## src/sv/dhss_pkg.sv

```systemverilog
`timescale 1ns / 1ps
// ----------------------------------------------------------------------------
// dhss_pkg
// Shared types and constants for the Diffie-Hellman shared-secret block.
// ----------------------------------------------------------------------------
package dhss_pkg;

  // Default modulus width and the fixed private key width.
  localparam int unsigned MOD_BITS_DEF = 31;
  localparam int unsigned KEY_BITS     = 31;
  localparam int unsigned KEY_IDX_W    = $clog2(KEY_BITS);

  // Configuration register indexes and reset values.
  localparam int unsigned CFG_IDX_W   = 1;
  localparam logic [CFG_IDX_W-1:0] CFG_PRIME_MODULUS = 1'd0;
  localparam logic [CFG_IDX_W-1:0] CFG_GENERATOR     = 1'd1;
  localparam longint unsigned PRIME_RESET = 64'd23;
  localparam longint unsigned GEN_RESET   = 64'd5;

  // Exponentiation passes, in the order they run.
  typedef enum logic [1:0] {
    PH_PUB_A = 2'd0,
    PH_PUB_B = 2'd1,
    PH_SEC_A = 2'd2,
    PH_SEC_B = 2'd3
  } phase_t;

  // Datapath operations issued by the controller.
  typedef enum logic [3:0] {
    DP_NOP      = 4'd0,
    DP_LOAD     = 4'd1,
    DP_RED      = 4'd2,
    DP_EXP_INIT = 4'd3,
    DP_SQ_INIT  = 4'd4,
    DP_MP_INIT  = 4'd5,
    DP_MUL_STEP = 4'd6,
    DP_MUL_DONE = 4'd7,
    DP_STORE    = 4'd8,
    DP_FINISH   = 4'd9
  } dp_op_t;

  // Controller states.
  typedef enum logic [3:0] {
    ST_IDLE     = 4'd0,
    ST_RED      = 4'd1,
    ST_EXP_INIT = 4'd2,
    ST_SQ_INIT  = 4'd3,
    ST_MP_INIT  = 4'd4,
    ST_MUL_RUN  = 4'd5,
    ST_MUL_DONE = 4'd6,
    ST_STORE    = 4'd7,
    ST_FINISH   = 4'd8
  } state_t;

  typedef struct packed {
    dp_op_t op;
    phase_t phase;
    logic   shift_key;
  } dp_cmd_t;

  typedef struct packed {
    logic mod_small;
    logic key_bit;
  } dp_status_t;

endpackage

```

## src/sv/diffie_hellman_shared_secret.sv

```systemverilog
`timescale 1ns / 1ps
// ----------------------------------------------------------------------------
// diffie_hellman_shared_secret
// Usage: write prime_modulus (index 0) and generator (index 1) on the cfg
// port while idle; they reset to 23 and 5. An input transfer carries both
// private keys. The block reduces the generator mod p, then runs four
// square-and-multiply exponentiations (both public keys, then both partial
// secrets) on one bit-serial modular multiplier, one pass per square or
// multiply. One result transfer follows per input transfer with both public
// keys, the shared secret and the agreement flag. A modulus below two skips
// the arithmetic and gives zero public keys and a zero secret.
// One item is in work at a time; in_stall is high from acceptance until the
// result sits in the output register. If the receiver stalls, the result
// holds and the next item may run but waits before its finish step.
// Reset is synchronous and clears the controller and output valid.
// ----------------------------------------------------------------------------
module diffie_hellman_shared_secret #(
  parameter int unsigned MOD_BITS = dhss_pkg::MOD_BITS_DEF
) (
  input  logic                           clk,
  input  logic                           rst_n,
  input  logic                           cfg_we,
  input  logic [dhss_pkg::CFG_IDX_W-1:0] cfg_index,
  input  logic [MOD_BITS-1:0]            cfg_data,
  input  logic                           in_valid,
  output logic                           in_stall,
  input  logic [dhss_pkg::KEY_BITS-1:0]  in_private_key_a,
  input  logic [dhss_pkg::KEY_BITS-1:0]  in_private_key_b,
  output logic                           out_valid,
  input  logic                           out_stall,
  output logic [MOD_BITS-1:0]            out_public_a,
  output logic [MOD_BITS-1:0]            out_public_b,
  output logic [MOD_BITS-1:0]            out_shared_secret,
  output logic                           out_keys_agree
);

  dhss_pkg::dp_cmd_t    cmd;
  dhss_pkg::dp_status_t status;

  // Sequencer.
  dhss_ctrl #(.MOD_BITS(MOD_BITS)) u_ctrl (
    .clk       (clk),
    .rst_n     (rst_n),
    .in_valid  (in_valid),
    .in_stall  (in_stall),
    .out_valid (out_valid),
    .out_stall (out_stall),
    .status    (status),
    .cmd       (cmd)
  );

  // Arithmetic and registers.
  dhss_datapath #(.MOD_BITS(MOD_BITS)) u_datapath (
    .clk               (clk),
    .rst_n             (rst_n),
    .cfg_we            (cfg_we),
    .cfg_index         (cfg_index),
    .cfg_data          (cfg_data),
    .in_private_key_a  (in_private_key_a),
    .in_private_key_b  (in_private_key_b),
    .cmd               (cmd),
    .status            (status),
    .out_public_a      (out_public_a),
    .out_public_b      (out_public_b),
    .out_shared_secret (out_shared_secret),
    .out_keys_agree    (out_keys_agree)
  );

endmodule

```

## src/sv/dhss_datapath.sv

```systemverilog
`timescale 1ns / 1ps
// ----------------------------------------------------------------------------
// dhss_datapath
// Configuration registers, operand registers and a bit-serial modular
// multiplier used for square-and-multiply exponentiation.
// ----------------------------------------------------------------------------
module dhss_datapath #(
  parameter int unsigned MOD_BITS = dhss_pkg::MOD_BITS_DEF
) (
  input  logic                           clk,
  input  logic                           rst_n,
  input  logic                           cfg_we,
  input  logic [dhss_pkg::CFG_IDX_W-1:0] cfg_index,
  input  logic [MOD_BITS-1:0]            cfg_data,
  input  logic [dhss_pkg::KEY_BITS-1:0]  in_private_key_a,
  input  logic [dhss_pkg::KEY_BITS-1:0]  in_private_key_b,
  input  dhss_pkg::dp_cmd_t              cmd,
  output dhss_pkg::dp_status_t           status,
  output logic [MOD_BITS-1:0]            out_public_a,
  output logic [MOD_BITS-1:0]            out_public_b,
  output logic [MOD_BITS-1:0]            out_shared_secret,
  output logic                           out_keys_agree
);

  localparam int unsigned KB = dhss_pkg::KEY_BITS;

  logic [MOD_BITS-1:0] prime_r, gen_r;
  logic [KB-1:0]       ka_r, kb_r, ksh_r;
  logic [MOD_BITS-1:0] gsh_r, red_r, acc_r, base_r;
  logic [MOD_BITS-1:0] macc_r, ma_r, mb_r;
  logic [MOD_BITS-1:0] pa_r, pb_r, sa_r, sb_r;
  logic [MOD_BITS-1:0] opa_r, opb_r, osec_r;
  logic                oagree_r;
  logic [MOD_BITS:0]   red_sum;
  logic [MOD_BITS-1:0] red_nxt, macc_nxt, ma_nxt;

  // Sum of two residues reduced once; both operands are below the modulus.
  function automatic logic [MOD_BITS-1:0] add_mod(input logic [MOD_BITS-1:0] x,
                                                  input logic [MOD_BITS-1:0] y,
                                                  input logic [MOD_BITS-1:0] m);
    logic [MOD_BITS:0] s;
    s = {1'b0, x} + {1'b0, y};
    if (s >= {1'b0, m}) begin
      s = s - {1'b0, m};
    end
    return s[MOD_BITS-1:0];
  endfunction

  // Configuration registers.
  always_ff @(posedge clk) begin
    if (!rst_n) begin
      prime_r <= MOD_BITS'(dhss_pkg::PRIME_RESET);
      gen_r   <= MOD_BITS'(dhss_pkg::GEN_RESET);
    end else if (cfg_we) begin
      unique case (cfg_index)
        dhss_pkg::CFG_PRIME_MODULUS: prime_r <= cfg_data;
        dhss_pkg::CFG_GENERATOR:     gen_r   <= cfg_data;
        default: ;
      endcase
    end
  end

  // One restoring reduction step of the generator, most significant bit first.
  assign red_sum = {red_r, gsh_r[MOD_BITS-1]};
  assign red_nxt = (red_sum >= {1'b0, prime_r}) ? MOD_BITS'(red_sum - {1'b0, prime_r})
                                                : red_sum[MOD_BITS-1:0];

  // One shift-and-add multiplier step.
  assign macc_nxt = mb_r[0] ? add_mod(macc_r, ma_r, prime_r) : macc_r;
  assign ma_nxt   = add_mod(ma_r, ma_r, prime_r);

  // Operand and result registers.
  always_ff @(posedge clk) begin
    case (cmd.op)
      dhss_pkg::DP_LOAD: begin
        ka_r  <= in_private_key_a;
        kb_r  <= in_private_key_b;
        gsh_r <= gen_r;
        red_r <= '0;
        pa_r  <= '0;
        pb_r  <= '0;
        sa_r  <= '0;
        sb_r  <= '0;
      end
      dhss_pkg::DP_RED: begin
        red_r <= red_nxt;
        gsh_r <= {gsh_r[MOD_BITS-2:0], 1'b0};
      end
      dhss_pkg::DP_EXP_INIT: begin
        acc_r <= MOD_BITS'(1);
        ksh_r <= cmd.phase[0] ? kb_r : ka_r;
        case (cmd.phase)
          dhss_pkg::PH_SEC_A: base_r <= pb_r;
          dhss_pkg::PH_SEC_B: base_r <= pa_r;
          default:            base_r <= red_r;
        endcase
      end
      dhss_pkg::DP_SQ_INIT: begin
        macc_r <= '0;
        ma_r   <= acc_r;
        mb_r   <= acc_r;
      end
      dhss_pkg::DP_MP_INIT: begin
        macc_r <= '0;
        ma_r   <= acc_r;
        mb_r   <= base_r;
      end
      dhss_pkg::DP_MUL_STEP: begin
        macc_r <= macc_nxt;
        ma_r   <= ma_nxt;
        mb_r   <= {1'b0, mb_r[MOD_BITS-1:1]};
      end
      dhss_pkg::DP_MUL_DONE: begin
        acc_r <= macc_r;
        if (cmd.shift_key) begin
          ksh_r <= {ksh_r[KB-2:0], 1'b0};
        end
      end
      dhss_pkg::DP_STORE: begin
        case (cmd.phase)
          dhss_pkg::PH_PUB_A: pa_r <= acc_r;
          dhss_pkg::PH_PUB_B: pb_r <= acc_r;
          dhss_pkg::PH_SEC_A: sa_r <= acc_r;
          default:            sb_r <= acc_r;
        endcase
      end
      dhss_pkg::DP_FINISH: begin
        opa_r    <= pa_r;
        opb_r    <= pb_r;
        oagree_r <= (sa_r == sb_r);
        osec_r   <= (sa_r == sb_r) ? sa_r : '0;
      end
      default: ;
    endcase
  end

  assign status.mod_small = (prime_r < MOD_BITS'(2));
  assign status.key_bit   = ksh_r[KB-1];

  assign out_public_a      = opa_r;
  assign out_public_b      = opb_r;
  assign out_shared_secret = osec_r;
  assign out_keys_agree    = oagree_r;

endmodule

```

## src/sv/dhss_ctrl.sv

```systemverilog
`timescale 1ns / 1ps
// ----------------------------------------------------------------------------
// dhss_ctrl
// Sequencer: generator reduction, four exponentiations and result handoff.
// ----------------------------------------------------------------------------
module dhss_ctrl #(
  parameter int unsigned MOD_BITS = dhss_pkg::MOD_BITS_DEF
) (
  input  logic                 clk,
  input  logic                 rst_n,
  input  logic                 in_valid,
  output logic                 in_stall,
  output logic                 out_valid,
  input  logic                 out_stall,
  input  dhss_pkg::dp_status_t status,
  output dhss_pkg::dp_cmd_t    cmd
);

  localparam int unsigned CNT_W = $clog2(MOD_BITS);
  localparam int unsigned KW    = dhss_pkg::KEY_IDX_W;

  dhss_pkg::state_t state_r, state_nxt;
  dhss_pkg::phase_t phase_r, phase_nxt;
  logic [CNT_W-1:0] cnt_r, cnt_nxt;
  logic [KW-1:0]    bit_r, bit_nxt;
  logic             sq_r, sq_nxt;
  logic             out_valid_r, out_valid_nxt;

  // State and counter registers.
  always_ff @(posedge clk) begin
    if (!rst_n) begin
      state_r     <= dhss_pkg::ST_IDLE;
      phase_r     <= dhss_pkg::PH_PUB_A;
      cnt_r       <= '0;
      bit_r       <= '0;
      sq_r        <= 1'b0;
      out_valid_r <= 1'b0;
    end else begin
      state_r     <= state_nxt;
      phase_r     <= phase_nxt;
      cnt_r       <= cnt_nxt;
      bit_r       <= bit_nxt;
      sq_r        <= sq_nxt;
      out_valid_r <= out_valid_nxt;
    end
  end

  // Next state and datapath commands.
  always_comb begin
    state_nxt     = state_r;
    phase_nxt     = phase_r;
    cnt_nxt       = cnt_r;
    bit_nxt       = bit_r;
    sq_nxt        = sq_r;
    out_valid_nxt = out_valid_r & out_stall;
    cmd.op        = dhss_pkg::DP_NOP;
    cmd.phase     = phase_r;
    cmd.shift_key = 1'b0;
    unique case (state_r)
      dhss_pkg::ST_IDLE: begin
        if (in_valid) begin
          cmd.op    = dhss_pkg::DP_LOAD;
          cnt_nxt   = '0;
          phase_nxt = dhss_pkg::PH_PUB_A;
          state_nxt = dhss_pkg::ST_RED;
        end
      end
      dhss_pkg::ST_RED: begin
        if (status.mod_small) begin
          // A modulus below two gives all-zero residues.
          state_nxt = dhss_pkg::ST_FINISH;
        end else begin
          cmd.op  = dhss_pkg::DP_RED;
          cnt_nxt = cnt_r + CNT_W'(1);
          if (cnt_r == CNT_W'(MOD_BITS - 1)) begin
            state_nxt = dhss_pkg::ST_EXP_INIT;
          end
        end
      end
      dhss_pkg::ST_EXP_INIT: begin
        cmd.op    = dhss_pkg::DP_EXP_INIT;
        bit_nxt   = KW'(dhss_pkg::KEY_BITS - 1);
        state_nxt = dhss_pkg::ST_SQ_INIT;
      end
      dhss_pkg::ST_SQ_INIT: begin
        cmd.op    = dhss_pkg::DP_SQ_INIT;
        cnt_nxt   = '0;
        sq_nxt    = 1'b1;
        state_nxt = dhss_pkg::ST_MUL_RUN;
      end
      dhss_pkg::ST_MP_INIT: begin
        cmd.op    = dhss_pkg::DP_MP_INIT;
        cnt_nxt   = '0;
        sq_nxt    = 1'b0;
        state_nxt = dhss_pkg::ST_MUL_RUN;
      end
      dhss_pkg::ST_MUL_RUN: begin
        cmd.op  = dhss_pkg::DP_MUL_STEP;
        cnt_nxt = cnt_r + CNT_W'(1);
        if (cnt_r == CNT_W'(MOD_BITS - 1)) begin
          state_nxt = dhss_pkg::ST_MUL_DONE;
        end
      end
      dhss_pkg::ST_MUL_DONE: begin
        cmd.op = dhss_pkg::DP_MUL_DONE;
        if (sq_r && status.key_bit) begin
          state_nxt = dhss_pkg::ST_MP_INIT;
        end else if (bit_r == '0) begin
          state_nxt = dhss_pkg::ST_STORE;
        end else begin
          cmd.shift_key = 1'b1;
          bit_nxt       = bit_r - KW'(1);
          state_nxt     = dhss_pkg::ST_SQ_INIT;
        end
      end
      dhss_pkg::ST_STORE: begin
        cmd.op = dhss_pkg::DP_STORE;
        if (phase_r == dhss_pkg::PH_SEC_B) begin
          state_nxt = dhss_pkg::ST_FINISH;
        end else begin
          phase_nxt = dhss_pkg::phase_t'(phase_r + 2'd1);
          state_nxt = dhss_pkg::ST_EXP_INIT;
        end
      end
      dhss_pkg::ST_FINISH: begin
        // Wait until the output register is free.
        if (!out_valid_r || !out_stall) begin
          cmd.op        = dhss_pkg::DP_FINISH;
          out_valid_nxt = 1'b1;
          state_nxt     = dhss_pkg::ST_IDLE;
        end
      end
      default: state_nxt = dhss_pkg::ST_IDLE;
    endcase
  end

  assign in_stall  = (state_r != dhss_pkg::ST_IDLE);
  assign out_valid = out_valid_r;

  // A new result appears only after the finish step.
  a_rise_after_finish: assert property (@(posedge clk) disable iff (!rst_n)
    $rose(out_valid_r) |-> $past(state_r == dhss_pkg::ST_FINISH))
    else $error("result valid rose outside the finish step");

  // A held result is never overwritten.
  a_hold_finish: assert property (@(posedge clk) disable iff (!rst_n)
    (state_r == dhss_pkg::ST_FINISH && out_valid_r && out_stall)
      |=> (state_r == dhss_pkg::ST_FINISH && out_valid_r))
    else $error("finish step overran a stalled result");

  // The multiply always starts from a square before any key-bit multiply.
  a_mp_after_sq: assert property (@(posedge clk) disable iff (!rst_n)
    (state_r == dhss_pkg::ST_MP_INIT) |-> $past(state_r == dhss_pkg::ST_MUL_DONE) && sq_r)
    else $error("multiply step not preceded by a square");

endmodule
```

## config.mk

```make
export PLATFORM = sky130hd
export DESIGN_NAME = diffie_hellman_shared_secret
export DESIGN_NICKNAME = d
export VERILOG_FILES = /design/src/sv/dhss_pkg.sv /design/src/sv/diffie_hellman_shared_secret.sv /design/src/sv/dhss_datapath.sv /design/src/sv/dhss_ctrl.sv
export SDC_FILE = /design/constraint.sdc
export NUM_CORES = 1
export LEC_CHECK = 0
export BUFFER_PORTS_ARGS = -buffer_cell sky130_fd_sc_hd__buf_2
export CORE_MARGIN = 5
export CORE_UTILIZATION = 24
export CTS_CLUSTER_DIAMETER = 120
export DETAILED_ROUTE_END_ITERATION = 10
export PLACE_DENSITY = 0.44
export SYNTH_ARGS = -nofsm -noshare
export SYNTH_HDL_FRONTEND = slang
export SYNTH_SLANG_ARGS = --single-unit
```

## constraint.sdc

```tcl
create_clock -name clk -period 6.7 [get_ports clk]
set_input_delay 0.335 -clock clk [delete_from_list [all_inputs] [get_ports clk]]
set_output_delay 0.335 -clock clk [all_outputs]
set_load 0.02 [all_outputs]
```

==> impl_metrics.json <==
{
  "antenna_found_initial": 2,
  "min_path_type": "in2reg",
  "holdWs_ps": 64.6,
  "postCtsSetupRepairBufs": 0,
  "initial_core_util_pct": 24.1,
  "worstSkewPairLatency_ps": 640,
  "dp_hpwl_um": 65200,
  "track_usage_pct": 13.1,
  "num_io_pins": 195,
  "r2r_end": "u_datapath.macc_r[10]",
  "avgRoutedWirePerCell_um": 19.2,
  "startpoint_type": "flop",
  "clockBufferDepth": 3,
  "worst_ir_drop_vdd_mv": 0.202,
  "htree_num_levels": 3,
  "cts_resized": 0,
  "endpoint_kind": "flop",
  "hold_end": "u_ctrl.out_valid",
  "yosysSeqAreaShare_pct": 57.1,
  "slew_violations": 0,
  "portBuffers": 194,
  "crit_required_ps": 7060,
  "synth_common_cells": "528 x edfxtp_1, 489 x nand2_1, 142 x nor2_1",
  "place.gp.congestion": 0.855,
  "clock_skew_ps": 19.2,
  "cts_tree": "done",
  "synth_warnings": 0,
  "ant_nets": 0,
  "layout-drive-gt1-share_pct": 13.0,
  "hp-start": "out_stall",
  "numCtsBuffers": 73,
  "syn_area_um2": 30600,
  "hold_violations": 0,
  "fin_setup_tns_ps": 0,
  "register_area_um2": 17500,
  "overflow": 0,
  "cts_num_sinks": 608,
  "die_x_um": 367,
  "first_iter_violations": 1613,
  "reg2regPathDepth": 21,
  "core_um2": 127000,
  "synthMostInstantiatedCell": "edfxtp_1",
  "clockRootBuffer": "clkbuf_16",
  "max_slew_margin_pct": 23.1,
  "p_per_area_nw_per_um2": 289,
  "syn_to_final_growth_pct": 20.1,
  "synth_top_cell_by_area": "edfxtp_1",
  "finalSetupViolCount": 0,
  "firstDrtPassIters": 7,
  "status": "complete, no violations",
  "finalCritPeriodShare_pct": 84.8,
  "synth_nets": 2980,
  "nFillCells": 13169,
  "crit_type": "reg2reg",
  "rsz0062_at_grt": "no",
  "vias": 21706,
  "die_y_um": 367,
  "wl_um": 90700,
  "synth_cell_type_count": 91,
  "leakagePower_nw": 13.6,
  "nets": 3245,
  "multiInputGateArea_um2": 12300,
  "maxCapViolCount": 0,
  "crit_fanout": 24,
  "grt_pass1_wl_um": 137000,
  "via_per_inst": 4.59,
  "clk_pin_slew_ps": 60,
  "synth_seq_cells": 608,
  "crit_arrival_ps": 6040,
  "worstHoldPathCells": 3,
  "dpl-instance-area_um2": 33400,
  "worst-r2r-setup-slack_ps": 1020,
  "synthTopCellsByArea": "edfxtp_1 52%, nand2_1 6.0%, ha_1 5.4%",
  "placed_cells": 4505,
  "rr_startpoint": "u_datapath.ma_r[0]",
  "grt_max_degree": 94,
  "max_freq_mhz": 176,
  "avgSynthCellArea_um2": 11.1,
  "finalInstanceArea_um2": 36700,
  "die_area_um2": 135000,
  "ctsHoldBuffers": 93,
  "grt_pass1_vias": 21454,
  "synthCells": 2746,
  "tightest_slew_ps": 1150,
  "stdcell_count": 4732,
  "ys.flop_type": "edfxtp_1",
  "route.detailed.drc": 0,
  "rows": 131,
  "synth_edf_count": 528,
  "async_flop_share_pct": 0,
  "layout_min_cycle_time_ps": 5680,
  "netlist.area_leader.share_pct": 51.8
}
critical path, cell delays in order (launching register included):
cell and delay [ps]:
edfxtp_1 450, ha_1 280, fa_1 440, a211oi_1 410, nor3b_2 130, o221ai_2 260
o22ai_2 160, a211oi_1 370, nor2_1 110, xor2_1 240, ha_1 350, a21o_1 210
a21oi_1 190, o21ai_1 80, nor3_1 110, o21ai_0 170, a311o_1 350, o22ai_1 150
o21a_2 410, buf_12 240, mux2i_1 210, nor2_1 50
cell type report:
| class | count | share of cell area, % |
|---|---|---|
| Antenna cell | 1 | 0.00681 |
| Clock buffer | 93 | 5.41 |
| Clock inverter | 40 | 1.07 |
| Inverter | 79 | 0.807 |
| Multi-Input combinational cell | 1928 | 33.6 |
| Sequential cell | 608 | 47.5 |
| Tap cell | 1662 | 5.66 |
| Timing Repair Buffer | 321 | 5.91 |
stage by stage:
stage,utilization (%),setup WS (ps),power (mW)
after detailed placement,26.3,1030,6.69
after floorplan,-,731,6.17
after global placement,26.3,1110,6.70
after CTS,28.9,1000,10.8
after global routing,28.9,634,11.2
final,28.9,1020,10.6
routing by layer:
metal | vias to the layer above | part of all wire [%] | track usage (%)
li1 | 10568 | - | -
met1 | 10490 | 48 | 18.3
met2 | 535 | 45 | 21.1
met3 | 113 | 4.7 | 2.04
met4 | 0 | 2.6 | 3.44
met5 | - | 0 | 0
state kept, by name, summed over array words and instances (netlist names), 2 cells and up:
name                          cells
u_datapath.acc_r                 31
u_datapath.ksh_r                 31
u_datapath.gsh_r                 31
u_datapath.sb_r                  31
u_ctrl.cnt_r                      5
u_datapath.mb_r                  31
u_datapath.ka_r                  31
u_datapath.ma_r                  31
u_ctrl.bit_r                      5
u_datapath.macc_r                31
u_datapath.kb_r                  31
u_datapath.out_public_a          31
u_datapath.pb_r                  31
u_datapath.pa_r                  31
u_datapath.gen_r                 31
u_datapath.prime_r               31
u_datapath.sa_r                  31
u_ctrl.state_r                    4
u_datapath.out_shared_secret     31
u_datapath.base_r                31
u_datapath.out_public_b          31
u_ctrl.phase_r                    2
u_datapath.red_r                 31
layout by cell type (no fill, tap or decap), types with 39 or more instances in the layout:
| cell | netlist | layout |
|---|---|---|
| a21boi_0 | 65 | 65 |
| a21o_1 | 49 | 49 |
| a21oi_1 | 129 | 125 |
| a22oi_1 | 64 | 64 |
| and2_1 | 103 | 103 |
| buf_2 | 9 | 194 |
| clkbuf_16 | 0 | 77 |
| dfxtp_1 | 80 | 79 |
| dlygate4sd3_1 | 0 | 93 |
| edfxtp_1 | 528 | 528 |
| ha_1 | 131 | 130 |
| inv_1 | 77 | 75 |
| mux2i_1 | 65 | 65 |
| nand2_1 | 489 | 488 |
| nand3_1 | 73 | 73 |
| nand4_1 | 46 | 46 |
| nor2_1 | 142 | 138 |
| o211ai_1 | 39 | 39 |
| o21ai_0 | 87 | 87 |
| xnor2_1 | 70 | 70 |
| xor2_1 | 61 | 61 |
where the power goes:
| group | internal (mW) | switching (mW) |
|---|---|---|
| clock | 2.29 | 1.69 |
| combinational | 0.793 | 1.23 |
| sequential | 4.46 | 0.170 |
logic make-up after synthesis:
family | synth area share [%]
xor gates and xnor gates | 3.75
DFF | 57.1
buffers and inverters | 2.87
and+or+nand+nor | 14.9
AOI/OAI and AO/OA | 13.5
adders and majority gates | 5.62
muxes | 2.20
worst max-delay path by stage:
stage | start | end | slack (ps) | depth (start not counted)
2_1_floorplan | u_ctrl.state_r[2] | u_datapath.out_keys_agree | 730 | 4
3_3_place_gp | u_datapath.ma_r[0] | u_datapath.macc_r[11] | 1110 | 21
3_5_place_dp | u_datapath.ma_r[0] | u_datapath.macc_r[8] | 1030 | 21
4_1_cts | u_datapath.ma_r[0] | u_datapath.macc_r[5] | 1000 | 21
5_1_grt | u_datapath.ma_r[0] | u_datapath.macc_r[2] | 630 | 21
6_report | u_datapath.ma_r[0] | u_datapath.macc_r[10] | 1020 | 21
(Power assumes the default switching activity.)
